[src/rtl/m4i_pkg.sv]
// Package: widths, tables, types and helpers for the 4x4 matrix inverse block.
package m4i_pkg;

  localparam int FRAC_BITS   = 16;
  localparam int DATA_W      = 32;
  localparam int LANES       = 4;
  localparam int NELEM       = 16;
  localparam int NMINOR      = 12;
  localparam int MIN_W       = 2 * DATA_W + 1;
  localparam int OPD_W       = DATA_W + 1;
  localparam int PROD_W      = 2 * OPD_W;
  localparam int COF_W       = DATA_W + MIN_W + 3;
  localparam int DET_W       = 2 * MIN_W + 4;
  localparam int ACC_W       = DET_W;
  localparam int QT_W        = DATA_W + 3;
  localparam int QCNT_W      = $clog2(QT_W);
  localparam int REM_W       = COF_W + 2 * FRAC_BITS + 1;
  localparam int DS_W        = DET_W + QT_W - 1;
  localparam int IN_DATA_W   = 4 * DATA_W;
  localparam int OUT_FLD_W   = 5 * DATA_W + 2;
  localparam int OUT_DATA_W  = ((OUT_FLD_W + 7) / 8) * 8;
  localparam int STEP_W      = 3;
  localparam int ISSUE_STEPS = 6;
  localparam int STEP_LAST   = 7;

  typedef enum logic [2:0] {
    ST_IDLE,
    ST_MINOR,
    ST_DET,
    ST_COF,
    ST_DSTART,
    ST_DIV
  } state_t;

  typedef enum logic [1:0] {
    KIND_MINOR,
    KIND_DET,
    KIND_COF
  } kind_t;

  typedef enum logic [1:0] {
    SH_0,
    SH_32,
    SH_64
  } sh_t;

  typedef struct packed {
    logic       valid;
    logic       first;
    logic       last;
    logic       neg;
    sh_t        sh;
    kind_t      kind;
    logic [3:0] dest;
  } mac_op_t;

  typedef struct packed {
    logic       valid;
    kind_t      kind;
    logic [3:0] dest;
  } mac_res_t;

  // minor k = E[a]*E[b] - E[c]*E[d]
  localparam logic [3:0] MINOR_TAB [NMINOR][4] = '{
    '{4'd0, 4'd5, 4'd4, 4'd1},    '{4'd0, 4'd6, 4'd4, 4'd2},
    '{4'd0, 4'd7, 4'd4, 4'd3},    '{4'd1, 4'd6, 4'd5, 4'd2},
    '{4'd1, 4'd7, 4'd5, 4'd3},    '{4'd2, 4'd7, 4'd6, 4'd3},
    '{4'd8, 4'd13, 4'd12, 4'd9},  '{4'd8, 4'd14, 4'd12, 4'd10},
    '{4'd8, 4'd15, 4'd12, 4'd11}, '{4'd9, 4'd14, 4'd13, 4'd10},
    '{4'd9, 4'd15, 4'd13, 4'd11}, '{4'd10, 4'd15, 4'd14, 4'd11}
  };

  // determinant terms: M[a]*M[b], negated where flagged
  localparam logic [3:0] DET_MA  [ISSUE_STEPS] = '{4'd0, 4'd1, 4'd2, 4'd3, 4'd5, 4'd4};
  localparam logic [3:0] DET_MB  [ISSUE_STEPS] = '{4'd11, 4'd10, 4'd9, 4'd8, 4'd6, 4'd7};
  localparam logic       DET_NEG [ISSUE_STEPS] = '{1'b0, 1'b1, 1'b0, 1'b0, 1'b0, 1'b1};

  // cofactor: {neg, e0, m0, e1, m1, e2, m2}
  localparam logic [3:0] COF_TAB [NELEM][7] = '{
    '{4'd0, 4'd5, 4'd11, 4'd7, 4'd9, 4'd6, 4'd10},
    '{4'd1, 4'd1, 4'd11, 4'd2, 4'd10, 4'd3, 4'd9},
    '{4'd0, 4'd13, 4'd5, 4'd15, 4'd3, 4'd14, 4'd4},
    '{4'd1, 4'd9, 4'd5, 4'd10, 4'd4, 4'd11, 4'd3},
    '{4'd1, 4'd4, 4'd11, 4'd6, 4'd8, 4'd7, 4'd7},
    '{4'd0, 4'd0, 4'd11, 4'd3, 4'd7, 4'd2, 4'd8},
    '{4'd1, 4'd12, 4'd5, 4'd14, 4'd2, 4'd15, 4'd1},
    '{4'd0, 4'd8, 4'd5, 4'd11, 4'd1, 4'd10, 4'd2},
    '{4'd0, 4'd4, 4'd10, 4'd7, 4'd6, 4'd5, 4'd8},
    '{4'd1, 4'd0, 4'd10, 4'd1, 4'd8, 4'd3, 4'd6},
    '{4'd0, 4'd12, 4'd4, 4'd15, 4'd0, 4'd13, 4'd2},
    '{4'd1, 4'd8, 4'd4, 4'd9, 4'd2, 4'd11, 4'd0},
    '{4'd1, 4'd4, 4'd9, 4'd5, 4'd7, 4'd6, 4'd6},
    '{4'd0, 4'd0, 4'd9, 4'd2, 4'd6, 4'd1, 4'd7},
    '{4'd1, 4'd12, 4'd3, 4'd13, 4'd1, 4'd14, 4'd0},
    '{4'd0, 4'd8, 4'd3, 4'd10, 4'd0, 4'd9, 4'd1}
  };

  function automatic logic signed [OPD_W-1:0] sx(input logic [DATA_W-1:0] e);
    return {e[DATA_W-1], e};
  endfunction

  function automatic logic signed [OPD_W-1:0] min_hi(input logic [MIN_W-1:0] m);
    return m[MIN_W-1:DATA_W];
  endfunction

  function automatic logic signed [OPD_W-1:0] min_lo(input logic [MIN_W-1:0] m);
    return {1'b0, m[DATA_W-1:0]};
  endfunction

endpackage

[src/rtl/m4i_mac_lane.sv]
// One multiply-accumulate lane: registered 33x33 product, shifted accumulate.
module m4i_mac_lane
  import m4i_pkg::*;
(
  input  logic                    clk,
  input  logic                    rst_n,
  input  mac_op_t                 op_i,
  input  logic signed [OPD_W-1:0] a_i,
  input  logic signed [OPD_W-1:0] b_i,
  output logic signed [ACC_W-1:0] acc_o,
  output mac_res_t                res_o
);

  mac_op_t                  op1_r;
  logic signed [PROD_W-1:0] prod_r;
  logic signed [PROD_W-1:0] prod_nxt;
  logic signed [ACC_W-1:0]  acc_r;
  logic signed [ACC_W-1:0]  acc_nxt;
  logic signed [ACC_W-1:0]  ext;
  logic signed [ACC_W-1:0]  term;
  mac_res_t                 res_r;
  mac_res_t                 res_nxt;

  assign prod_nxt = a_i * b_i;

  always_comb begin
    ext = ACC_W'(prod_r);
    case (op1_r.sh)
      SH_0:    term = ext;
      SH_32:   term = ext <<< 32;
      SH_64:   term = ext <<< 64;
      default: term = ext;
    endcase
    if (op1_r.neg) begin
      term = -term;
    end
    acc_nxt = acc_r;
    if (op1_r.valid) begin
      acc_nxt = (op1_r.first ? '0 : acc_r) + term;
    end
    res_nxt.valid = op1_r.valid & op1_r.last;
    res_nxt.kind  = op1_r.kind;
    res_nxt.dest  = op1_r.dest;
  end

  always_ff @(posedge clk) begin
    if (!rst_n) begin
      op1_r <= '0;
      res_r <= '0;
    end else begin
      op1_r <= op_i;
      res_r <= res_nxt;
    end
    prod_r <= prod_nxt;
    acc_r  <= acc_nxt;
  end

  assign acc_o = acc_r;
  assign res_o = res_r;

endmodule

[config.mk]
export PLATFORM = sky130hd
export DESIGN_NAME = m4i_mac_lane
export DESIGN_NICKNAME = d
export VERILOG_FILES = /design/src/rtl/m4i_pkg.sv /design/src/rtl/m4i_mac_lane.sv
export SDC_FILE = /design/constraint.sdc
export NUM_CORES = 2
export LEC_CHECK = 0
export ABC_AREA = 1
export BUFFER_PORTS_ARGS = -buffer_cell sky130_fd_sc_hd__buf_4
export CORE_MARGIN = 2
export CORE_UTILIZATION = 24
export DETAILED_ROUTE_END_ITERATION = 8
export PLACE_DENSITY = 0.42
export SLEW_MARGIN = 40
export SYNTH_ARGS = -nofsm -noshare
export SYNTH_HDL_FRONTEND = slang
export SYNTH_SLANG_ARGS = --single-unit
[constraint.sdc]
create_clock -name clk -period 8.4 [get_ports clk]
set_input_delay 1.26 -clock clk [delete_from_list [all_inputs] [get_ports clk]]
set_output_delay 1.26 -clock clk [all_outputs]
set_load 0.03 [all_outputs]
# Yosys cells after proc, flatten, opt, wreduce, memory -nomap -nowiden
# Index checks and enable logic that the tools add are counted.
# word_totals
register_bits	219
inputBits	80
word_cells	21
# op_classes
add_sub_neg	2
mul	1
n_eq_ne	2
muxes	3
bitwise_logic	1
# ops
cell	n
134-bit two-way mux	2
129-bit case mux with 2 select lines	1
134-bit adder	1
130-bit negator with 134-bit output	1
33-bit by 33-bit multiplier with 66-bit output	1
2-bit by 1-bit equality test with 1-bit output (second input constant)	1
2-bit equality test (second input constant)	1
1-bit AND	1

# Logic depth before layout (Yosys ltp)
# depth
word_depth	5
ltp_mapped	36
mapped_depth_nobuf	34

# Worst setup path before layout
# OpenSTA, ideal clock, no wires.
# synth_path
path_type	input -> register
startpoint	input port a_i[32]
endpoint	register prod_r[57]
setup_ns	0.072
arrival_time_ns	8.059
required_ns	8.328
slack_ns	0.269
stages	23
path_cell_list	clkbuf_1 > clkbuf_1 > nand2_1 > inv_1 > fa_1 > fa_1 > fa_1 > fa_1 > inv_1 > fa_1 > fa_1 > fa_1 > fa_1 > inv_1 > ha_1 > nand2_1 > nor2_1 > inv_1 > nor2_1 > nand2_1 > or2_2 > nand3_1 > xor2_1
# synth_between
elab_chain_cells	1
# synth_rtl
item	line_no	rtl
start, declared	m4i_mac_lane.sv:8	input logic signed [OPD_W-1:0] a_i,
33-bit by 33-bit multiplier with 66-bit output	m4i_mac_lane.sv:24	assign prod_nxt = a_i * b_i;
net prod_nxt[57]	m4i_mac_lane.sv:16	logic signed [PROD_W-1:0] prod_nxt;
end signal, assigned	m4i_mac_lane.sv:54	prod_r <= prod_nxt;
end, declared	m4i_mac_lane.sv:15	logic signed [PROD_W-1:0] prod_r;
# The timed path passes the listed nets, and every way through them passes these cells.
# A chain may end at the register's enable or synchronous reset.

# Final worst setup path
# layout_path
startpoint	input port b_i[11]
endpoint	register prod_r[43]
# layout_between
elab_chain_cells	1
# layout_rtl
item	line_no	rtl
start, declared	m4i_mac_lane.sv:9	input logic signed [OPD_W-1:0] b_i,
33-bit by 33-bit multiplier with 66-bit output	m4i_mac_lane.sv:24	
net prod_nxt[43]	m4i_mac_lane.sv:16	
# The timed path passes the listed nets, and every way through them passes these cells.

==> out/qor.txt <==
Via count - 60336
CP max stage cell - fa_1
Crit path DAT - 8.41 ns
DR vias/cell - 4.481
Die height - 529.2 µm
Largest cells by area after synthesis - fa_1, nand2_1, inv_1, ha_1, edfxtp_1
Reg2Reg Depth - 29
Starting DRT DRC Count - 4304
First-pass GRT wire length - 427600 µm
Initial Utilization - 24.15%
Place WS - -0.1300 ns
Register area - 5737 µm²
Syn avg cell area - 6.879 µm²
Worst setup EP type - flip-flop
Maxcap violations - 0
Worst-path clk slew - 0.05 ns
Status - finished, final reports clean
Pins Over Slew Limit - 0
Fillers - 30714
Total CTS buffers - 35
DIE AREA - 280100 µm²
CP top delay family - adder cells
Placer Congestion - 1.012
Tmin final - 7.910 ns
Worst EP required - 8.90 ns
Worst path max stage delay - 0.68 ns
Buffer and inverter count on the worst path - 9
Final period util - 94.17%
Area leader, netlist - fa_1
Crit path max fanout - 33
Std cell rows - 192
Critical path class - input port to flip-flop
Antenna cells - 0
Final core utilization - 27.01%
Io pins - 221
Final setup fails - 0
# DRC - 0
Post-DP HPWL - 257400 µm
GRT Total Usage - 20.80%
Post-CTS setup repair buffer count - 0
# nets final - 11333
Main synth FF type - edfxtp_1
Most Frequent Cell on Critical Path - fa_1
Clk_skew - 0.07088 ns
RSZ-0062 raised after global routing - no
Syn Nets - 11203
Post-synth cell types - 51
Type of the worst min-delay path - flip-flop to flip-flop
Crit. path cell count - 26
Post-DRT Antenna Nets - 0
Top achievable clock speed - 126.4 MHz
Largest net degree at the start of global routing - 81
Core area - 274100 µm²
YS warnings - 0
Yosys top cell area share - 34.65%
Post-Syn Instances - 9624
Final hold slack - 0.4077 ns
Final Routed Wirelength - 292000 µm
Area used by multi-input combinational logic - 49750 µm²
Async SR Flop Fraction - 0%
Sequential share of the synthesized area - 8.648%
Post-synth EDFFs - 134
Die X - 529.2 µm
Worst rel slew slack - 39.26%
Hold_buf cts - 0
Crit start category - input port
Clock sink count - 219
Initial antenna violation count - 3
PortBufs - 220
Syn-to-layout area delta - 11.82%
TNS Setup - 0 ns
GRT overflow - 0
Hold path depth - 2
Layout cells sized above 1 - 5.563%
Vias in the first global route - 63467
Synthesized cell area - 66200 µm²
Slew @ Worst Pin - 0.9041 ns
Drt pass-1 iters - 7
Max Buffers Root-to-Sink - 3
Final Hold Vio Count - 0
Post-CTS sizing - 0
Wire per inst - 21.68 µm
H-Tree Depth - 2
Worst Slack Setup Final - 0.4898 ns
Root buffer selected by CTS - clkbuf_16
Flops & latches, synth - 219
Worst skew pair latency - 0.65 ns
CTS tree - done
through the flow:
step	instances	instance area, µm²
finish	13465	74030
global route	13465	74030
CTS	13465	74020
detailed placement	13403	72860
global placement	13402	72830
floorplan	9624	66200
cell usage after synthesis (all sizes together) (16+ instances only):
cell	number
nor2	981
nor4	17
xor2	205
a21oi	350
nand2	2599
nand3	292
or2	16
clkbuf	298
nor3	70
a31oi	16
buf	36
dfxtp	85
ha	353
o21bai	37
edfxtp	134
o21ai	271
xnor2	50
fa	1146
a21o	24
inv	2516
nand4	70
cell type report:
class                   instances  area share (%)
clock inverters                17          0.2349
multi-input cells            6555           67.20
clock buffers                  45           1.333
inverters                    2516           12.76
flip-flops and latches        219           7.749
repair buffers                427           4.497
well taps                    3686           6.230
sequential cells by signal, indices dropped and copies added (netlist names):
signal / count
acc_o: 134
op1_r: 12
prod_r: 66
res_o: 7
path summary, 6_finish.rpt:
kind                       startpoint                    to  slack (ns)
setup / recovery              b_i[11]    prod_r[43]$_DFF_P_        0.49
hold / removal    op1_r[3]$_SDFF_PN0_   res_o[3]$_SDFF_PN0_        0.41
setup reg to reg  op1_r[6]$_SDFF_PN0_  acc_o[130]$_DFFE_PP_        1.20
hold reg to reg   op1_r[3]$_SDFF_PN0_   res_o[3]$_SDFF_PN0_        0.41
layout by cell type, fill, tap and decap left out, drive strengths merged, types with 70 or more instances in the layout:
cell type  count
dfxtp         85
fa          1146
nand2       2599
buf          427
ha           353
edfxtp       134
o21ai        271
nand4         70
xor2         205
a21oi        350
nor2         981
nand3        292
inv         2521
nor3          70
logic make-up (layout without fill, tap and decap cells):
| family | count (synthesis) | in the layout | share of synthesized area, % |
|---|---|---|---|
| simple gates | 4066 | 4066 | 24.41 |
| buf+inv | 2850 | 3005 | 16.25 |
| fa+ha+maj | 1499 | 1499 | 41.32 |
| compound gates | 735 | 735 | 5.989 |
| xor+xnor | 255 | 255 | 3.373 |
| flops | 219 | 219 | 8.648 |
worst min-delay path, stage by stage (launching register included):
cell and delay [ns]:
dfxtp_1 0.30, nand2_1 0.05, inv_1 0.04
layer usage:
| metal | vias to the layer above | wire (µm) | GRT usage [%] |
|---|---|---|---|
| met2 | 1815 | 133100 | 34.36 |
| met4 | 4 | 12850 | 7.673 |
| met1 | 29853 | 133000 | 28.38 |
| li1 | 28294 | - | - |
| met5 | - | 27 | 0 |
| met3 | 370 | 12980 | 1.437 |
Power is not shown: default switching activity piles up to over one toggle a cycle in this logic, so the estimate is an artifact.
