===== config.mk =====
export PLATFORM = sky130hd
export DESIGN_NAME = m4i_merge
export DESIGN_NICKNAME = d
export VERILOG_FILES = /design/src/rtl/m4i_pkg.sv /design/src/rtl/m4i_merge.sv
export SDC_FILE = /design/constraint.sdc
export NUM_CORES = 2
export LEC_CHECK = 0
export BUFFER_PORTS_ARGS = -buffer_cell sky130_fd_sc_hd__buf_4
export CAP_MARGIN = 20
export CORE_MARGIN = 3
export CORE_UTILIZATION = 59
export DETAILED_ROUTE_END_ITERATION = 12
export PLACE_DENSITY = 0.83
export SYNTH_ARGS = -nofsm -noshare
export SYNTH_HDL_FRONTEND = slang
export SYNTH_SLANG_ARGS = --single-unit

===== constraint.sdc =====
create_clock -name clk -period 9.3 [get_ports clk]
set_input_delay 1.395 -clock clk [delete_from_list [all_inputs] [get_ports clk]]
set_output_delay 1.395 -clock clk [all_outputs]
set_load 0.005 [all_outputs]

===== src/rtl/m4i_pkg.sv =====
// Package: widths, tables, types and helpers for the 4x4 matrix inverse block.
package m4i_pkg;

  localparam int FRAC_BITS   = 16;
  localparam int DATA_W      = 32;
  localparam int LANES       = 4;
  localparam int NELEM       = 16;
  localparam int NMINOR      = 12;
  localparam int MIN_W       = 2 * DATA_W + 1;
  localparam int OPD_W       = DATA_W + 1;
  localparam int PROD_W      = 2 * OPD_W;
  localparam int COF_W       = DATA_W + MIN_W + 3;
  localparam int DET_W       = 2 * MIN_W + 4;
  localparam int ACC_W       = DET_W;
  localparam int QT_W        = DATA_W + 3;
  localparam int QCNT_W      = $clog2(QT_W);
  localparam int REM_W       = COF_W + 2 * FRAC_BITS + 1;
  localparam int DS_W        = DET_W + QT_W - 1;
  localparam int IN_DATA_W   = 4 * DATA_W;
  localparam int OUT_FLD_W   = 5 * DATA_W + 2;
  localparam int OUT_DATA_W  = ((OUT_FLD_W + 7) / 8) * 8;
  localparam int STEP_W      = 3;
  localparam int ISSUE_STEPS = 6;
  localparam int STEP_LAST   = 7;

  typedef enum logic [2:0] {
    ST_IDLE,
    ST_MINOR,
    ST_DET,
    ST_COF,
    ST_DSTART,
    ST_DIV
  } state_t;

  typedef enum logic [1:0] {
    KIND_MINOR,
    KIND_DET,
    KIND_COF
  } kind_t;

  typedef enum logic [1:0] {
    SH_0,
    SH_32,
    SH_64
  } sh_t;

  typedef struct packed {
    logic       valid;
    logic       first;
    logic       last;
    logic       neg;
    sh_t        sh;
    kind_t      kind;
    logic [3:0] dest;
  } mac_op_t;

  typedef struct packed {
    logic       valid;
    kind_t      kind;
    logic [3:0] dest;
  } mac_res_t;

  // minor k = E[a]*E[b] - E[c]*E[d]
  localparam logic [3:0] MINOR_TAB [NMINOR][4] = '{
    '{4'd0, 4'd5, 4'd4, 4'd1},    '{4'd0, 4'd6, 4'd4, 4'd2},
    '{4'd0, 4'd7, 4'd4, 4'd3},    '{4'd1, 4'd6, 4'd5, 4'd2},
    '{4'd1, 4'd7, 4'd5, 4'd3},    '{4'd2, 4'd7, 4'd6, 4'd3},
    '{4'd8, 4'd13, 4'd12, 4'd9},  '{4'd8, 4'd14, 4'd12, 4'd10},
    '{4'd8, 4'd15, 4'd12, 4'd11}, '{4'd9, 4'd14, 4'd13, 4'd10},
    '{4'd9, 4'd15, 4'd13, 4'd11}, '{4'd10, 4'd15, 4'd14, 4'd11}
  };

  // determinant terms: M[a]*M[b], negated where flagged
  localparam logic [3:0] DET_MA  [ISSUE_STEPS] = '{4'd0, 4'd1, 4'd2, 4'd3, 4'd5, 4'd4};
  localparam logic [3:0] DET_MB  [ISSUE_STEPS] = '{4'd11, 4'd10, 4'd9, 4'd8, 4'd6, 4'd7};
  localparam logic       DET_NEG [ISSUE_STEPS] = '{1'b0, 1'b1, 1'b0, 1'b0, 1'b0, 1'b1};

  // cofactor: {neg, e0, m0, e1, m1, e2, m2}
  localparam logic [3:0] COF_TAB [NELEM][7] = '{
    '{4'd0, 4'd5, 4'd11, 4'd7, 4'd9, 4'd6, 4'd10},
    '{4'd1, 4'd1, 4'd11, 4'd2, 4'd10, 4'd3, 4'd9},
    '{4'd0, 4'd13, 4'd5, 4'd15, 4'd3, 4'd14, 4'd4},
    '{4'd1, 4'd9, 4'd5, 4'd10, 4'd4, 4'd11, 4'd3},
    '{4'd1, 4'd4, 4'd11, 4'd6, 4'd8, 4'd7, 4'd7},
    '{4'd0, 4'd0, 4'd11, 4'd3, 4'd7, 4'd2, 4'd8},
    '{4'd1, 4'd12, 4'd5, 4'd14, 4'd2, 4'd15, 4'd1},
    '{4'd0, 4'd8, 4'd5, 4'd11, 4'd1, 4'd10, 4'd2},
    '{4'd0, 4'd4, 4'd10, 4'd7, 4'd6, 4'd5, 4'd8},
    '{4'd1, 4'd0, 4'd10, 4'd1, 4'd8, 4'd3, 4'd6},
    '{4'd0, 4'd12, 4'd4, 4'd15, 4'd0, 4'd13, 4'd2},
    '{4'd1, 4'd8, 4'd4, 4'd9, 4'd2, 4'd11, 4'd0},
    '{4'd1, 4'd4, 4'd9, 4'd5, 4'd7, 4'd6, 4'd6},
    '{4'd0, 4'd0, 4'd9, 4'd2, 4'd6, 4'd1, 4'd7},
    '{4'd1, 4'd12, 4'd3, 4'd13, 4'd1, 4'd14, 4'd0},
    '{4'd0, 4'd8, 4'd3, 4'd10, 4'd0, 4'd9, 4'd1}
  };

  function automatic logic signed [OPD_W-1:0] sx(input logic [DATA_W-1:0] e);
    return {e[DATA_W-1], e};
  endfunction

  function automatic logic signed [OPD_W-1:0] min_hi(input logic [MIN_W-1:0] m);
    return m[MIN_W-1:DATA_W];
  endfunction

  function automatic logic signed [OPD_W-1:0] min_lo(input logic [MIN_W-1:0] m);
    return {1'b0, m[DATA_W-1:0]};
  endfunction

endpackage


===== src/rtl/m4i_merge.sv =====
// Merge stage: sums the lane partial determinants, rounds and saturates det_value.
module m4i_merge
  import m4i_pkg::*;
(
  input  logic                    clk,
  input  logic                    rst_n,
  input  logic                    trig_i,
  input  logic signed [ACC_W-1:0] acc_i [LANES],
  output logic signed [DET_W-1:0] det_o,
  output logic [DATA_W-1:0]       det_value_o,
  output logic                    singular_o
);

  localparam int DQ_W = DET_W + 1 - 3 * FRAC_BITS;

  logic                    v1_r;
  logic                    v2_r;
  logic signed [ACC_W-1:0] s01_r;
  logic signed [ACC_W-1:0] s23_r;
  logic signed [DET_W-1:0] det_r;
  logic [DATA_W-1:0]       detv_r;
  logic [DATA_W-1:0]       detv_nxt;
  logic                    sing_r;
  logic [DET_W-1:0]        mag;
  logic [DET_W:0]          rnd;
  logic [DQ_W-1:0]         q;

  always_comb begin
    mag = det_r[DET_W-1] ? DET_W'(-det_r) : DET_W'(det_r);
    rnd = (DET_W+1)'(mag) + ((DET_W+1)'(1) << (3 * FRAC_BITS - 1));
    q   = rnd[DET_W:3*FRAC_BITS];
    if (det_r[DET_W-1]) begin
      if (q > DQ_W'(64'h8000_0000)) begin
        detv_nxt = 32'h8000_0000;
      end else begin
        detv_nxt = DATA_W'(0) - q[DATA_W-1:0];
      end
    end else begin
      if (q > DQ_W'(64'h7FFF_FFFF)) begin
        detv_nxt = 32'h7FFF_FFFF;
      end else begin
        detv_nxt = q[DATA_W-1:0];
      end
    end
  end

  always_ff @(posedge clk) begin
    if (!rst_n) begin
      v1_r <= 1'b0;
      v2_r <= 1'b0;
    end else begin
      v1_r <= trig_i;
      v2_r <= v1_r;
    end
    if (trig_i) begin
      s01_r <= acc_i[0] + acc_i[1];
      s23_r <= acc_i[2] + acc_i[3];
    end
    if (v1_r) begin
      det_r <= DET_W'(s01_r + s23_r);
    end
    if (v2_r) begin
      detv_r <= detv_nxt;
      sing_r <= (det_r == '0);
    end
  end

  assign det_o       = det_r;
  assign det_value_o = detv_r;
  assign singular_o  = sing_r;

endmodule


## After elaboration in Yosys (flattened, before gate mapping)

Cells that the tools add are included.

| word-level totals | value |
|---|---|
| word-level logic and storage cells | 20 |
| output and inout bits | 167 |
| register bits after elaboration | 437 |
| input port bits | 539 |

| cells by class | value |
|---|---|
| order comparisons | 2 |
| add/sub/neg operators | 6 |
| reductions and logical operators | 1 |
| multiplexer cells | 4 |

Operators with widths:

| kind | number |
|---|---|
| 134-bit adder | 3 |
| 134-bit by 48-bit adder with 135-bit output (second input constant) | 1 |
| 134-bit logical NOT | 1 |
| 134-bit 2-to-1 mux | 1 |
| 134-bit negator | 1 |
| 32-bit 2-to-1 mux | 3 |
| 87-bit by 31-bit greater-than comparator with 1-bit output (second input constant) | 1 |
| 87-bit by 32-bit greater-than comparator with 1-bit output (second input constant) | 1 |
| 1-bit by 32-bit subtractor with 32-bit output (first input constant) | 1 |

## Depth between registers and ports, before layout

| depth | value |
|---|---|
| depth in word-level cells | 6 |
| depth in mapped cells | 28 |
| gate-level depth less buffers | 21 |

## Least setup slack after synthesis

No wires, ideal clock.

| timing path | value |
|---|---|
| path type | flip-flop to flip-flop |
| start | register det_r[133], in the netlist det_o[133] |
| end | register detv_r[27], in the netlist det_value_o[27], data pin |
| setup slack | 1825 ps |
| library setup time | 190 ps |
| period minus slack after synthesis | 7475 ps |
| stages on the path, launching flop included | 29 |
| data required time | 9110 ps |
| arrival time | 7285 ps |
| buffers on the path | 12 |
| cells stage by stage | edfxtp_1 clkbuf_1 clkbuf_1 clkbuf_1 clkbuf_1 clkbuf_1 clkbuf_1 clkbuf_1 clkbuf_1 clkbuf_1 clkbuf_1 clkbuf_1 nand2_1 xnor2_1 ha_1 inv_1 o31ai_1 and4_1 nor3_1 nand2_1 nand4b_1 a2111oi_2 and3_1 nand3_2 nor4_4 a31oi_1 o21a_2 buf_6 a2111oi_2 |

| between the ends | value |
|---|---|
| cells in the longest elaborated chain, start to end | 6 |
| elaborated cells between the ends (all ways) | 9 |
| those cells by class | add/sub (3); order compare (2); mux (4) |

RTL lines:

| element | RTL line | text |
|---|---|---|
| start, declared | m4i_merge.sv:20 | `logic signed [DET_W-1:0] det_r;` |
| start signal, assigned | m4i_merge.sv:60 | `det_r <= DET_W'(s01_r + s23_r);` |
| 134-bit negator | m4i_merge.sv:29 | `mag = det_r[DET_W-1] ? DET_W'(-det_r) : DET_W'(det_r);` |
| 134-bit 2-to-1 mux | m4i_merge.sv:29 |  |
| 134-bit by 48-bit adder with 135-bit output | m4i_merge.sv:30 | `rnd = (DET_W+1)'(mag) + ((DET_W+1)'(1) << (3 * FRAC_BITS - 1));` |
| 87-bit by 31-bit greater-than comparator with 1-bit output or 87-bit by 32-bit greater-than comparator with 1-bit output (tied branches) | m4i_merge.sv:39, m4i_merge.sv:33 |  |
| 32-bit 2-to-1 mux (on tied branches) | m4i_merge.sv:39, m4i_merge.sv:33 |  |
| 32-bit 2-to-1 mux * | m4i_merge.sv:32 | `if (det_r[DET_W-1]) begin` |
| via detv_nxt[27] | m4i_merge.sv:22 | `logic [DATA_W-1:0] detv_nxt;` |
| end signal, assigned | m4i_merge.sv:63 | `detv_r <= detv_nxt;` |
| end, declared | m4i_merge.sv:21 | `logic [DATA_W-1:0] detv_r;` |

The timed path passes the listed nets; every way through them passes the cells marked *.
A chain may end at the register's enable or synchronous reset.

## Worst setup path in the final report

| timing path | value |
|---|---|
| start | register det_r[3], in the netlist det_o[3] |
| end | register detv_r[29], in the netlist det_value_o[29], data pin |

| between the ends | value |
|---|---|
| cells in the longest elaborated chain, start to end | 6 |
| elaborated cells between the ends (all ways) | 9 |
| those cells by class | add/sub (3); order compare (2); mux (4) |

RTL lines:

| element | RTL line | text |
|---|---|---|
| 134-bit negator | m4i_merge.sv:29 |  |
| 134-bit 2-to-1 mux * | m4i_merge.sv:29 |  |
| 134-bit by 48-bit adder with 135-bit output * | m4i_merge.sv:30 |  |
| 87-bit by 31-bit greater-than comparator with 1-bit output (tied with other cells) | m4i_merge.sv:39 | `if (q > DQ_W'(64'h7FFF_FFFF)) begin` |
| 32-bit 2-to-1 mux (on tied branches) | m4i_merge.sv:39, m4i_merge.sv:33 |  |
| 32-bit 2-to-1 mux * | m4i_merge.sv:32 |  |
| via detv_nxt[29] | m4i_merge.sv:22 |  |

Marked as above.

==> metrics.sh <==
NFILLCELLS=6097
FINALSETUPTNS_NS=0
HOLD_VIOL=0
IO-PIN-COUNT=706
SYNTH_ENABLE_FLOP_CELLS=435
AREA.GROWTH.SYNTH_TO_FINAL_PCT=16.7
SYNTH.TOP_CELL.AREA_SHARE_PCT=29.7
SLEW_VIOL_FINAL=0
WORST_PATH_MAX_DELAY_CELL='sky130_fd_sc_hd__or4_1'
WORST_CLOCK_SKEW_NS=0.0281
STATUS='completed'
SYNTHFLOPTYPE='sky130_fd_sc_hd__edfxtp_1'
LAYOUT.CELLS.MOST_COMMON_LIST='sky130_fd_sc_hd__buf_4 (724), sky130_fd_sc_hd__a21oi_1 (519), sky130_fd_sc_hd__edfxtp_1 (435)'
TIMING.CRITICAL_PATH.TO_TYPE='flop'
GRT_OVERFLOW_TOTAL=0
FIN_HOLD_WS_NS=0.609
CRIT_PATH_START_KIND='flop'
WORST_EP_ARRIVAL_TIME_NS=8.10
CTS_TREE='done'
LAYOUTNONFILLERINSTCOUNT=6615
CTS.REPORTEDPATHS.CLKPINSLEW_NS=0.06
STANDARD_CELL_ROWS=99
FINAL.SETUP.WORST_SLACK_NS=1.59
YS_FF_LATCH=437
DP_SLACK_NS=1.53
MAX-CLOCK-PATH-BUFFERS=3
FP.COREAREA_UM2=73300
DETAIL_ROUTE.FIRST_PASS.ITERATIONS=7
MULTI_INPUT_COMB_AREA_UM2=29500
CRIT_PATH_CELL_TRACE='nor4_1 -> nand4_1 -> or4_1 -> o21ai_1 -> nand4b_1 -> a21oi_1 -> nand4b_2 -> nor3_1 -> xor2_1 -> or4_1 -> or4_1 -> o31ai_1 -> a2111oi_2 -> buf_4 -> and2_4 -> a2111oi_2'
PLACE.DETAILED.HPWL_MM=123
DRC=0
INSERTEDDIODECOUNT=0
TIMING.SLEW.HEADROOM_PCT=27.3
RSZ0062_AT_GRT='false'
DESIGN.DIE.AREA_UM2=77800
DRT.ANTENNA.VIOLATING_NETS=0
DP_CELLS=6529
CHIPHEIGHT_UM=279
DPL-INSTANCE-AREA_UM2=49800
PORT_BUFFERS=705
P_TOTAL_mW=10.1
FINALWIRELENGTH_MM=150
DESIGN.FINAL.NETS=6563
VIAS=43297
FMAX_MHz=130
GLOBAL_ROUTE_WIRE_LENGTH_BEFORE_REPAIR_MM=226
PATH_COMMON_CELL='sky130_fd_sc_hd__or4_1'
COMMONEST_NON_FILL_NON_TAP_CELL_IN_THE_LAYOUT='sky130_fd_sc_hd__buf_4'
POST_SYNTH.CELL_AREA_AVG_UM2=8.70
AREA.SEQUENTIAL_UM2=13100
REQUIRED_TIME_AT_THE_ENDPOINT_OF_THE_CRITICAL_PATH_NS=9.69
DETAILED_ROUTER_S_FIRST_ITERATION_VIOLATION_COUNT=5090
LARGEST_NET_DEGREE_AT_THE_START_OF_GLOBAL_ROUTING=169
SEQUENTIAL_ELEMENT_SHARE_OF_THE_SYNTHESIZED_AREA_PCT=29.8
YS_TYPES=101
FINAL_CELL_AREA_UM2=51300
CRITICAL_PATH_FANOUTS_MAX=25
WL_PER_CELL_UM=22.6
NUMBER_OF_STANDARD_CELLS_AFTER_SYNTHESIS=5052
WORST_HOLD_PATH_TYPE='reg -> reg'
CTSRESIZECOUNT=0
TIGHTEST_SLEW_NS=1.06
PEAKVDDDROP_mV=0.120
FINISHED_CORE_UTIL_PCT=70.0
SYNTH_FP_NETS=5996
SYNTHARSTFLOPSHARE_PCT=0
GRT_PASS1_VIAS=40021
VIA_PER_INST=6.55
DRIVE_ABOVE_1_SHARE_PCT=15.7
LAYOUT_MIN_CYCLE_TIME_NS=7.71
FINAL.PERIOD_UTILIZATION_PCT=82.9
CTS_HOLD_REPAIR.BUFFERS=0
POWERDENSITY_nW_PER_UM2=196
CTS_POST_SETUP_BUFFERS_INSERTED=0
PLACE_CONGESTION=0.992
CTS_HTREE_LEVELS=2
CTS_MADE_BUFFERS=47
ROOT_BUFFER='sky130_fd_sc_hd__clkbuf_16'
SYNTH_TOP_CELLS_BY_AREA='sky130_fd_sc_hd__edfxtp_1 (30%), sky130_fd_sc_hd__ha_1 (11%), sky130_fd_sc_hd__xnor2_1 (6.4%)'
SYNTH_AREA_LEADER_CELL='sky130_fd_sc_hd__edfxtp_1'
GRT_ANTENNA_BEFORE_REPAIR=2
CLOCK_SINK_COUNT=437
PATH_CLASS='reg -> reg'
DIE_X_UM=279
WORST_SKEW_PAIR.LATE_LATENCY_NS=0.61
YS_WARN_COUNT=0
STARTING_DENSITY_OF_THE_CORE_PCT=59.9
GR-USAGE-ALL-LAYERS_PCT=36.5
SLOWEST_DELAY_NS=1.08
FINALSETUPVIOLATIONS=0
SYNTHESIS.AREA_UM2=44000
P_LEAK_nW=21.5
MAXCAPVIOLATIONS=0
-- path summary, 6_finish.rpt --
kind,slack (ns),to,start,cells after the start
worst max-delay path,1.59,det_value_o[29],det_o[3],16
worst min-delay path,0.61,det_o[0],s23_r[0],1
worst max register to register,1.59,det_value_o[29],det_o[3],16
worst min register to register,0.61,det_o[0],s23_r[0],1
-- routing by layer --
| metal | part of all wire, % | wire, µm | vias up | GRT usage [%] |
|---|---|---|---|---|
| met5 | 0.018 | 27 | - | 0 |
| met4 | 4.3 | 6380 | 4 | 13.7 |
| met3 | 10 | 15200 | 305 | 7.17 |
| met2 | 45 | 67100 | 2408 | 57.9 |
| met1 | 41 | 61000 | 20264 | 49.5 |
| li1 | - | - | 20316 | - |
-- power by group --
part / switching, mW / internal, mW / total, mW
Combinational: 3.06 / 2.04 / 5.11
Sequential: 0.362 / 2.75 / 3.11
Clock: 0.801 / 1.03 / 1.83
-- worst max-delay path: cells and delay by family, from the launching register on --
family | cells | cell delay, ns
buf+inv | 1 | 0.20
compound gates | 5 | 1.78
simple gates | 9 | 4.84
xor+xnor | 1 | 0.28
flops | 1 | 0.38
-- Yosys cell counts (17+ instances only) --
library cell,instances
sky130_fd_sc_hd__nor4_1,60
sky130_fd_sc_hd__nor3_1,128
sky130_fd_sc_hd__a31oi_1,66
sky130_fd_sc_hd__and3_1,64
sky130_fd_sc_hd__xor2_1,207
sky130_fd_sc_hd__nor2b_1,67
sky130_fd_sc_hd__or3_1,56
sky130_fd_sc_hd__o31a_1,21
sky130_fd_sc_hd__o31ai_1,54
sky130_fd_sc_hd__inv_1,147
sky130_fd_sc_hd__nand2_1,393
sky130_fd_sc_hd__o21a_1,60
sky130_fd_sc_hd__o41ai_1,18
sky130_fd_sc_hd__o211ai_1,20
sky130_fd_sc_hd__a221oi_1,17
sky130_fd_sc_hd__clkbuf_1,189
sky130_fd_sc_hd__a21boi_0,34
sky130_fd_sc_hd__or4_1,34
sky130_fd_sc_hd__o21ai_0,295
sky130_fd_sc_hd__and2_1,35
sky130_fd_sc_hd__a211oi_1,35
sky130_fd_sc_hd__or2_2,17
sky130_fd_sc_hd__and4_1,19
sky130_fd_sc_hd__a21o_1,303
sky130_fd_sc_hd__nand2b_1,59
sky130_fd_sc_hd__nand3_1,118
sky130_fd_sc_hd__xnor2_1,323
sky130_fd_sc_hd__o21bai_1,95
sky130_fd_sc_hd__edfxtp_1,435
sky130_fd_sc_hd__a21oi_1,519
sky130_fd_sc_hd__nor2_1,320
sky130_fd_sc_hd__nand4_1,143
sky130_fd_sc_hd__ha_1,402
-- layout make-up --
| cell class | count | share of cell area (%) |
|---|---|---|
| clock buffer | 52 | 2.37 |
| clock inverter | 34 | 0.522 |
| inverter | 147 | 1.08 |
| multi-input combinational | 4259 | 57.4 |
| sequential | 437 | 25.5 |
| tap | 959 | 2.34 |
| timing repair buffer | 727 | 10.7 |
-- registers in the layout, summed over array words and instances (netlist names) --
register	cells
det_o	134
s01_r	134
s23_r	134
det_value_o	32
singular_o	1
v1_r	1
v2_r	1
-- logic make-up (layout without fill, tap and decap cells) --
logic type / after synthesis / after routing / synth area share [%]
AO/OA/AOI/OAI: 1720 / 1720 / 25.9
XOR/XNOR: 530 / 530 / 10.6
adder cells (fa/ha/maj): 405 / 405 / 11.6
buffers and inverters: 356 / 960 / 3.16
flip-flops: 437 / 437 / 29.8
multiplexers: 17 / 17 / 0.390
AND/OR/NAND/NOR: 1587 / 1587 / 18.6
(Power assumes the default switching activity.)
