File: src/rtl/m4i_pkg.sv
// Package: widths, tables, types and helpers for the 4x4 matrix inverse block.
package m4i_pkg;

  localparam int FRAC_BITS   = 16;
  localparam int DATA_W      = 32;
  localparam int LANES       = 4;
  localparam int NELEM       = 16;
  localparam int NMINOR      = 12;
  localparam int MIN_W       = 2 * DATA_W + 1;
  localparam int OPD_W       = DATA_W + 1;
  localparam int PROD_W      = 2 * OPD_W;
  localparam int COF_W       = DATA_W + MIN_W + 3;
  localparam int DET_W       = 2 * MIN_W + 4;
  localparam int ACC_W       = DET_W;
  localparam int QT_W        = DATA_W + 3;
  localparam int QCNT_W      = $clog2(QT_W);
  localparam int REM_W       = COF_W + 2 * FRAC_BITS + 1;
  localparam int DS_W        = DET_W + QT_W - 1;
  localparam int IN_DATA_W   = 4 * DATA_W;
  localparam int OUT_FLD_W   = 5 * DATA_W + 2;
  localparam int OUT_DATA_W  = ((OUT_FLD_W + 7) / 8) * 8;
  localparam int STEP_W      = 3;
  localparam int ISSUE_STEPS = 6;
  localparam int STEP_LAST   = 7;

  typedef enum logic [2:0] {
    ST_IDLE,
    ST_MINOR,
    ST_DET,
    ST_COF,
    ST_DSTART,
    ST_DIV
  } state_t;

  typedef enum logic [1:0] {
    KIND_MINOR,
    KIND_DET,
    KIND_COF
  } kind_t;

  typedef enum logic [1:0] {
    SH_0,
    SH_32,
    SH_64
  } sh_t;

  typedef struct packed {
    logic       valid;
    logic       first;
    logic       last;
    logic       neg;
    sh_t        sh;
    kind_t      kind;
    logic [3:0] dest;
  } mac_op_t;

  typedef struct packed {
    logic       valid;
    kind_t      kind;
    logic [3:0] dest;
  } mac_res_t;

  // minor k = E[a]*E[b] - E[c]*E[d]
  localparam logic [3:0] MINOR_TAB [NMINOR][4] = '{
    '{4'd0, 4'd5, 4'd4, 4'd1},    '{4'd0, 4'd6, 4'd4, 4'd2},
    '{4'd0, 4'd7, 4'd4, 4'd3},    '{4'd1, 4'd6, 4'd5, 4'd2},
    '{4'd1, 4'd7, 4'd5, 4'd3},    '{4'd2, 4'd7, 4'd6, 4'd3},
    '{4'd8, 4'd13, 4'd12, 4'd9},  '{4'd8, 4'd14, 4'd12, 4'd10},
    '{4'd8, 4'd15, 4'd12, 4'd11}, '{4'd9, 4'd14, 4'd13, 4'd10},
    '{4'd9, 4'd15, 4'd13, 4'd11}, '{4'd10, 4'd15, 4'd14, 4'd11}
  };

  // determinant terms: M[a]*M[b], negated where flagged
  localparam logic [3:0] DET_MA  [ISSUE_STEPS] = '{4'd0, 4'd1, 4'd2, 4'd3, 4'd5, 4'd4};
  localparam logic [3:0] DET_MB  [ISSUE_STEPS] = '{4'd11, 4'd10, 4'd9, 4'd8, 4'd6, 4'd7};
  localparam logic       DET_NEG [ISSUE_STEPS] = '{1'b0, 1'b1, 1'b0, 1'b0, 1'b0, 1'b1};

  // cofactor: {neg, e0, m0, e1, m1, e2, m2}
  localparam logic [3:0] COF_TAB [NELEM][7] = '{
    '{4'd0, 4'd5, 4'd11, 4'd7, 4'd9, 4'd6, 4'd10},
    '{4'd1, 4'd1, 4'd11, 4'd2, 4'd10, 4'd3, 4'd9},
    '{4'd0, 4'd13, 4'd5, 4'd15, 4'd3, 4'd14, 4'd4},
    '{4'd1, 4'd9, 4'd5, 4'd10, 4'd4, 4'd11, 4'd3},
    '{4'd1, 4'd4, 4'd11, 4'd6, 4'd8, 4'd7, 4'd7},
    '{4'd0, 4'd0, 4'd11, 4'd3, 4'd7, 4'd2, 4'd8},
    '{4'd1, 4'd12, 4'd5, 4'd14, 4'd2, 4'd15, 4'd1},
    '{4'd0, 4'd8, 4'd5, 4'd11, 4'd1, 4'd10, 4'd2},
    '{4'd0, 4'd4, 4'd10, 4'd7, 4'd6, 4'd5, 4'd8},
    '{4'd1, 4'd0, 4'd10, 4'd1, 4'd8, 4'd3, 4'd6},
    '{4'd0, 4'd12, 4'd4, 4'd15, 4'd0, 4'd13, 4'd2},
    '{4'd1, 4'd8, 4'd4, 4'd9, 4'd2, 4'd11, 4'd0},
    '{4'd1, 4'd4, 4'd9, 4'd5, 4'd7, 4'd6, 4'd6},
    '{4'd0, 4'd0, 4'd9, 4'd2, 4'd6, 4'd1, 4'd7},
    '{4'd1, 4'd12, 4'd3, 4'd13, 4'd1, 4'd14, 4'd0},
    '{4'd0, 4'd8, 4'd3, 4'd10, 4'd0, 4'd9, 4'd1}
  };

  function automatic logic signed [OPD_W-1:0] sx(input logic [DATA_W-1:0] e);
    return {e[DATA_W-1], e};
  endfunction

  function automatic logic signed [OPD_W-1:0] min_hi(input logic [MIN_W-1:0] m);
    return m[MIN_W-1:DATA_W];
  endfunction

  function automatic logic signed [OPD_W-1:0] min_lo(input logic [MIN_W-1:0] m);
    return {1'b0, m[DATA_W-1:0]};
  endfunction

endpackage

File: src/rtl/m4i_div_lane.sv
// One divider lane: restoring division of a cofactor by the determinant, round, saturate.
module m4i_div_lane
  import m4i_pkg::*;
(
  input  logic                    clk,
  input  logic                    rst_n,
  input  logic                    start_i,
  input  logic signed [COF_W-1:0] num_i,
  input  logic signed [DET_W-1:0] den_i,
  output logic                    busy_o,
  output logic [DATA_W-1:0]       quot_o
);

  logic              busy_r;
  logic [QCNT_W-1:0] cnt_r;
  logic [REM_W-1:0]  rem_r;
  logic [REM_W-1:0]  rem_nxt;
  logic [DS_W-1:0]   ds_r;
  logic [QT_W-1:0]   t_r;
  logic [QT_W-1:0]   t_nxt;
  logic              neg_r;
  logic [DATA_W-1:0] quot_r;
  logic [DATA_W-1:0] quot_nxt;
  logic [COF_W-1:0]  nabs;
  logic [DET_W-1:0]  dabs;
  logic              ge;
  logic [QT_W:0]     qsum;
  logic [QT_W-1:0]   qrnd;

  always_comb begin
    nabs     = num_i[COF_W-1] ? COF_W'(-num_i) : COF_W'(num_i);
    dabs     = den_i[DET_W-1] ? DET_W'(-den_i) : DET_W'(den_i);
    ge       = DS_W'(rem_r) >= ds_r;
    rem_nxt  = ge ? rem_r - ds_r[REM_W-1:0] : rem_r;
    t_nxt    = {t_r[QT_W-2:0], ge};
    qsum     = (QT_W+1)'(t_nxt) + (QT_W+1)'(1);
    qrnd     = qsum[QT_W:1];
    if (neg_r) begin
      if (qrnd > QT_W'(64'h8000_0000)) begin
        quot_nxt = 32'h8000_0000;
      end else begin
        quot_nxt = DATA_W'(0) - qrnd[DATA_W-1:0];
      end
    end else begin
      if (qrnd > QT_W'(64'h7FFF_FFFF)) begin
        quot_nxt = 32'h7FFF_FFFF;
      end else begin
        quot_nxt = qrnd[DATA_W-1:0];
      end
    end
  end

  always_ff @(posedge clk) begin
    if (!rst_n) begin
      busy_r <= 1'b0;
      cnt_r  <= '0;
    end else if (start_i) begin
      busy_r <= 1'b1;
      cnt_r  <= QCNT_W'(QT_W - 1);
    end else if (busy_r) begin
      cnt_r <= cnt_r - QCNT_W'(1);
      if (cnt_r == '0) begin
        busy_r <= 1'b0;
      end
    end
    if (start_i) begin
      neg_r <= num_i[COF_W-1] ^ den_i[DET_W-1];
      rem_r <= REM_W'(nabs) << (2 * FRAC_BITS + 1);
      ds_r  <= DS_W'(dabs) << (QT_W - 1);
      t_r   <= '0;
    end else if (busy_r) begin
      rem_r <= rem_nxt;
      ds_r  <= ds_r >> 1;
      t_r   <= t_nxt;
      if (cnt_r == '0) begin
        quot_r <= quot_nxt;
      end
    end
  end

  assign busy_o = busy_r;
  assign quot_o = quot_r;

endmodule

File: config.mk
export PLATFORM = sky130hd
export DESIGN_NAME = m4i_div_lane
export DESIGN_NICKNAME = d
export VERILOG_FILES = /design/src/rtl/m4i_pkg.sv /design/src/rtl/m4i_div_lane.sv
export SDC_FILE = /design/constraint.sdc
export NUM_CORES = 1
export LEC_CHECK = 0
export BUFFER_PORTS_ARGS = -buffer_cell sky130_fd_sc_hd__clkbuf_2
export CELL_PAD_IN_SITES_DETAIL_PLACEMENT = 0
export CELL_PAD_IN_SITES_GLOBAL_PLACEMENT = 1
export CORE_ASPECT_RATIO = 1.5
export CORE_UTILIZATION = 42
export DETAILED_ROUTE_END_ITERATION = 8
export PLACE_DENSITY = 0.77
export SYNTH_ARGS = -nofsm -noshare
export SYNTH_HDL_FRONTEND = slang
export SYNTH_SLANG_ARGS = --single-unit
File: constraint.sdc
create_clock -name clk -period 5.3 [get_ports clk]
set_input_delay 0.265 -clock clk [delete_from_list [all_inputs] [get_ports clk]]
set_output_delay 0.265 -clock clk [all_outputs]
set_load 0.05 [all_outputs]
Yosys cells after proc, flatten, opt, wreduce, memory -nomap -nowiden
Index checks and enable logic that the tools add are counted.
- $add $sub $neg: 6
- magnitude comparators: 3
- mux-type cells: 15
- bitwise operators: 3
- reduce and logical (&&, ||, !) cells: 7
- operator list (operator ; count):
    133-bit two-way mux ; 3
    168-bit two-way mux ; 2
    133-bit by 168-bit >= comparator with 1-bit output ; 1
    134-bit two-way mux ; 1
    134-bit negator ; 1
    133-bit subtractor ; 1
    100-bit two-way mux ; 1
    100-bit negator ; 1
    32-bit two-way mux ; 3
    35-bit by 1-bit adder with 36-bit output (second input constant) ; 1
    35-bit by 31-bit > comparator with 1-bit output (second input constant) ; 1
    35-bit by 32-bit > comparator with 1-bit output (second input constant) ; 1
    1-bit by 32-bit subtractor with 32-bit output (first input constant) ; 1
    6-bit two-way mux ; 2
    6-bit zero test ; 1
    6-bit by 1-bit subtractor with 6-bit output (second input constant) ; 1
    2-bit AND reduction ; 2
    2-bit nonzero test ; 2
    1-bit two-way mux ; 3
    3-bit AND reduction ; 1
    1-bit inverter ; 2
    2-bit OR reduction ; 1
    1-bit XOR ; 1
- flip-flop bits (word level): 375
- bits of input ports: 237
- word-level logic and storage cells: 44

Logic depth before layout (Yosys ltp)
- word-level depth: 5
- gate-level depth with buffers: 26
- mapped depth without buffers: 24

Worst setup path after synthesis
No wires, ideal clock.
- path type: reg2reg
- from: reg rem_r[61]
- to: reg quot_r[19], in the netlist quot_o[19], data pin
- library setup time: 0.275 ns
- arrival: 5.293 ns
- slack: -0.268 ns
- stages on the path, launching flop included: 22
- buffers on the path: 3
- period minus slack after synthesis: 5.568 ns
- cells stage by stage: edfxtp_1 ha_1 clkbuf_1 nand4_1 nor3_1 nand3_1 or4_1 nor4_1 o31a_1 a21o_1 buf_2 ha_1 nand4_1 nor2_1 nand2_1 nor2_1 nand4_1 or4b_1 a211o_1 clkbuf_1 a2111oi_0 a211oi_1
- longest elaborated chain between the ends: 5
- elaborated cells between the ends (all ways): 8
- those cells by class: 2 x add/sub; 3 x order compare; 3 x mux
- ends and longest elaborated chain (element ; RTL line ; RTL):
    from (decl) ; m4i_div_lane.sv:16 ; logic [REM_W-1:0] rem_r;
    from (signal assigned) ; m4i_div_lane.sv:68 ; rem_r <= REM_W'(nabs) << (2 * FRAC_BITS + 1);
    from (signal assigned) ; m4i_div_lane.sv:72 ; rem_r <= rem_nxt;
    133-bit by 168-bit >= comparator with 1-bit output (*) ; m4i_div_lane.sv:33 ; ge = DS_W'(rem_r) >= ds_r;
    via ge ; m4i_div_lane.sv:26 ; logic ge;
    35-bit by 1-bit adder with 36-bit output (*) ; m4i_div_lane.sv:36 ; qsum = (QT_W+1)'(t_nxt) + (QT_W+1)'(1);
    1-bit by 32-bit subtractor with 32-bit output (tied with other cells) ; m4i_div_lane.sv:42 ; quot_nxt = DATA_W'(0) - qrnd[DATA_W-1:0];
    32-bit two-way mux, on equally long branches ; m4i_div_lane.sv:39, m4i_div_lane.sv:45 ;
    32-bit two-way mux (*) ; m4i_div_lane.sv:38 ; if (neg_r) begin
    via quot_nxt[19] ; m4i_div_lane.sv:23 ; logic [DATA_W-1:0] quot_nxt;
    to (signal assigned) ; m4i_div_lane.sv:76 ; quot_r <= quot_nxt;
    to (decl) ; m4i_div_lane.sv:22 ; logic [DATA_W-1:0] quot_r;
Mark *: on every way through the listed nets, which the timed path passes. The rest lies on a longest branch.
A chain may end at the register's enable or synchronous reset.

Worst setup path after layout
- from: reg rem_r[94]
- to: reg quot_r[20], in the netlist quot_o[20], data pin
- longest elaborated chain between the ends: 5
- elaborated cells between the ends (all ways): 8
- those cells by class: 2 x add/sub; 3 x order compare; 3 x mux
- ends and longest elaborated chain (element ; RTL line):
    133-bit by 168-bit >= comparator with 1-bit output (*) ; m4i_div_lane.sv:33
    35-bit by 1-bit adder with 36-bit output (*) ; m4i_div_lane.sv:36
    1-bit by 32-bit subtractor with 32-bit output (tied with other cells) ; m4i_div_lane.sv:42
    32-bit two-way mux, on equally long branches ; m4i_div_lane.sv:39, m4i_div_lane.sv:45
    32-bit two-way mux (*) ; m4i_div_lane.sv:38
    via quot_nxt[20] ; m4i_div_lane.sv:23
Marks and branches as above.

==> run metrics <==
sequential cell area around 0.010 sq mm; detailed-route via count 30000; htree depth 2; simple-gate area share of the yosys netlist 20.8%; flops & latches, synth 375; RSZ-0062 raised after global routing yes; dominant combinational cell family by area after synthesis compound AO/OA/AOI/OAI gates; Final Total Pwr around 9.6 mW; top fanout value on the critical path 3; net count of the mapped netlist 4239; critical path cell sequence ha_1 > nand4_1 > nor2_1 > nand4_1 > or4_4 > nor4_4 > buf_4 > o31a_1 > a21o_1 > ha_2 > nand4_1 > buf_4 > nor3_2 > nand3_1 > buf_4 > xor2_1 > nor2_1 > nand4_1 > nor2_1 > nand4_1 > nor4_1 > and3_1 > a21oi_2 > a211oi_2; min cycle time layout 5.33 ns; post-route fraction of the period consumed by the critical path 101%; post-synthesis instance total 3861; maximum number of pins on one net before global-route repair 93; multiplexer share of the synthesized area under 10%; number of buffers inserted by port buffering around 270; highest attainable clock frequency 187 MHz; max incr delay on CP 0.58 ns; Die ar. around 0.075 sq mm; Final Cell Area 0.0372 sq mm; worst setup margin -0.0345 ns; most frequent cells in the layout sky130_fd_sc_hd__nand2_1 (545), sky130_fd_sc_hd__buf_4 (329), sky130_fd_sc_hd__o21ai_0 (320), sky130_fd_sc_hd__a21oi_1 (270), sky130_fd_sc_hd__edfxtp_1 (267); fraction of the yosys area taken by sequential cells between 30% and 40%; aggregate routed wire length 108 mm; area fraction in compound gates after synthesis between 20% and 30%; status finished, violations left; final standard cell utilization of the core about half; CP startpoint kind flip-flop; CTS tree built; post-layout net count about 4700; cell type with the highest occurrence count on the critical path sky130_fd_sc_hd__nand4_1; worst setup slack before clock tree synthesis -0.189 ns; adder-cell area share of the yosys netlist 5.67%; post-synth design cell area 0.0312 sq mm; Crit Path Category flip-flop to flip-flop; number of DRC markers in iteration 0 1875; failing checks setup timing; vias in the first global route 29600; Skew-Pair Late Insertion Delay about 0.60 ns; area of the multi-input gates 0.0198 sq mm; xor and xnor area share after synthesis 11.2%; min-delay worst type primary input to flip-flop; width of the chip 225 um; DR pass1 iterations 5; CTS Buffer Depth 3; required time of the worst setup path 5.74 ns; Post-DP HPWL approximately 85 mm; count of nets left with antenna violations after detail routing 0; routability-driven placement congestion ratio 0.987; cell leakage power 15.0 nW; most common library cell in the layout ignoring fill and taps sky130_fd_sc_hd__nand2_1; antenna violations before repair 19; effective utilization at floorplan roughly 42%; Synth-to-Final Area Change 19.1%; commonest register cell after synthesis sky130_fd_sc_hd__edfxtp_1; Hold Fails Final Rpt 0; DR DRC count 0; CTS Root Buffer Type sky130_fd_sc_hd__clkbuf_16; core region area between 0.07 and 0.08 sq mm; number of slew-limit violations in the final report 0; Setup Viol. Count Final 2; Arrival @ worst endpoint 5.77 ns; EDFF count, synth roughly 270; Fin Hold WS 0.0519 ns; Layout fillers 7386; share of flip-flops with an asynchronous set or reset after synthesis 0%; share of final-layout standard cells stronger than drive strength 1 between 15 and 20%; Chip Height 336 um; VDD IR-drop max ~0.00025 V; PwrDens between 200 and 300 mW/mm^2; Relative slew margins between 30% and 40%; gr usage total roughly 28%; residual overflow from global routing 0; max-cap violation count 0; clock net sink count 375; number of buffers inserted during clock tree synthesis 42; routed via count divided by cell count 5.66; DR WL/cell 20.4 um; number of top-level pins 270; transition at the pin with the smallest max-transition slack 0.933 ns; average footprint of a synthesized cell 8.09 sq um; instance area at placement 0.0355 sq mm; register clock-pin slew on the reported worst setup and hold paths 0.07 ns; slowest cell on the critical path sky130_fd_sc_hd__or4_4; global-route wire length before repair around 170 mm; row count 122; Crit. End Element flip-flop; count of cell types in the netlist between 80 and 90; setup clock skew after layout 0.0297 ns; Yosys warning count 0
==> logic make-up after synthesis <==
group,count (synthesis)
XOR/XNOR,401
AO/OA/AOI/OAI,1096
buffers and inverters,418
multiplexers,86
flip-flops,375
adder cells (fa/ha/maj),141
AND/OR/NAND/NOR,1344
==> timing repair <==
item | CTS | global route
buffers inserted | 1 | 6
hold buffers | 2 | 0
cloned | 0 | 0
endpoints found under the hold margin | 4 | 0
resized for setup | 13 | 39
endpoints found under the setup margin | 31 | 32
pin swaps | 2 | 32
==> worst max-delay path, delay by kind of cell, from the launching register on <==
kind / cells / cell delay (ns)
AOI/OAI and AO/OA: 4 / 0.59
xor gates and xnor gates: 1 / 0.15
buffers and inverters: 3 / 0.52
adders and majority gates: 2 / 0.49
and+or+nand+nor: 14 / 2.99
DFF: 1 / 0.40
==> metal layers <==
metal	up-vias	share of wire (%)	routed length [um]	GRT usage [%]
met2	802	50	54000	50.4
met5	-	0.18	191	0
met4	30	4.7	5070	12.0
met3	237	5.6	6050	5.23
li1	14800	-	-	-
met1	14100	40	43000	32.6
==> synthesized netlist by cell type (7+ instances only) <==
cell type / n / area (sq um)
sky130_fd_sc_hd__nand2_1: 549 / 2060
sky130_fd_sc_hd__o21ai_0: 326 / 1630
sky130_fd_sc_hd__a21oi_1: 275 / 1380
sky130_fd_sc_hd__edfxtp_1: 267 / 8020
sky130_fd_sc_hd__nor2_1: 242 / 908
sky130_fd_sc_hd__xnor2_1: 213 / 1870
sky130_fd_sc_hd__clkbuf_1: 199 / 747
sky130_fd_sc_hd__inv_1: 189 / 709
sky130_fd_sc_hd__xor2_1: 188 / 1650
sky130_fd_sc_hd__ha_1: 140 / 1750
sky130_fd_sc_hd__dfxtp_1: 108 / 2160
sky130_fd_sc_hd__nand4_1: 106 / 663
sky130_fd_sc_hd__mux2i_1: 83 / 831
sky130_fd_sc_hd__o22ai_1: 83 / 519
sky130_fd_sc_hd__o31ai_1: 83 / 623
sky130_fd_sc_hd__a21o_1: 79 / 593
sky130_fd_sc_hd__nand3_1: 73 / 365
sky130_fd_sc_hd__nor3_1: 73 / 365
sky130_fd_sc_hd__o21bai_1: 46 / 345
sky130_fd_sc_hd__or3_1: 44 / 275
sky130_fd_sc_hd__or4_1: 39 / 293
sky130_fd_sc_hd__nand2b_1: 37 / 231
sky130_fd_sc_hd__nor4_1: 33 / 206
sky130_fd_sc_hd__o41ai_1: 29 / 254
sky130_fd_sc_hd__or2_2: 29 / 181
sky130_fd_sc_hd__o21a_1: 28 / 210
sky130_fd_sc_hd__a211oi_1: 27 / 203
sky130_fd_sc_hd__and3_1: 26 / 163
sky130_fd_sc_hd__buf_1: 23 / 86.3
sky130_fd_sc_hd__nor2b_1: 21 / 131
sky130_fd_sc_hd__o211ai_1: 16 / 120
sky130_fd_sc_hd__and2_1: 13 / 81.3
sky130_fd_sc_hd__a31oi_1: 12 / 75.1
sky130_fd_sc_hd__and4_1: 11 / 96.3
sky130_fd_sc_hd__a21boi_0: 9 / 67.6
sky130_fd_sc_hd__a221oi_1: 9 / 78.8
sky130_fd_sc_hd__nor4b_1: 8 / 70.1
sky130_fd_sc_hd__a2111oi_0: 7 / 61.3
sky130_fd_sc_hd__nand3b_1: 7 / 52.6
sky130_fd_sc_hd__o2111ai_1: 7 / 61.3
sky130_fd_sc_hd__o31a_1: 7 / 61.3
==> layout make-up <==
type | instances | share of cell area (%)
Clock buffer | 53 | 3.06
Antenna cell | 2 | 0.0135
Multi-Input combinational cell | 3068 | 53.1
Clock inverter | 24 | 0.713
Tap cell | 992 | 3.34
Timing Repair Buffer | 602 | 10.5
Inverter | 190 | 1.92
Sequential cell | 375 | 27.4
==> final timing paths <==
check                    startpoint                     end  slack [ns]  cells after the start
max             rem_r[94]$_DFFE_PP_    quot_o[20]$_DFFE_PP_       -0.03                     24
min                        num_i[0]     rem_r[33]$_DFFE_PP_        0.05                      3
max reg2reg     rem_r[94]$_DFFE_PP_    quot_o[20]$_DFFE_PP_       -0.03                     24
min reg2reg  rem_r[28]$_SDFFE_PP0P_  rem_r[28]$_SDFFE_PP0P_        0.45                      2
==> sequential cells by signal, summed over array words and instances, names as in the netlist <==
register	count
quot_o	32
rem_r	133
cnt_r	6
ds_r	168
neg_r	1
t_r	34
busy_o	1
==> power by group <==
| group | switching (mW) | leakage [nW] | total (mW) | internal (mW) |
|---|---|---|---|---|
| combinational | 1.78 | 10.7 | 2.98 | 1.20 |
| clock | 1.33 | 0.667 | 3.10 | 1.77 |
| sequential | 0.102 | 3.58 | 3.48 | 3.38 |
| total | 3.21 | 15.0 | 9.57 | 6.35 |
==> stage by stage <==
step                       TNS, ns  cells
after CTS                 -0.00282   5298
after floorplan                  0   3861
after detailed placement     -2.56   5218
after global routing         -5.89   5305
final                      -0.0657   5306
after global placement      -0.391   5218
No activity file was read; power rests on OpenSTA's default activity.
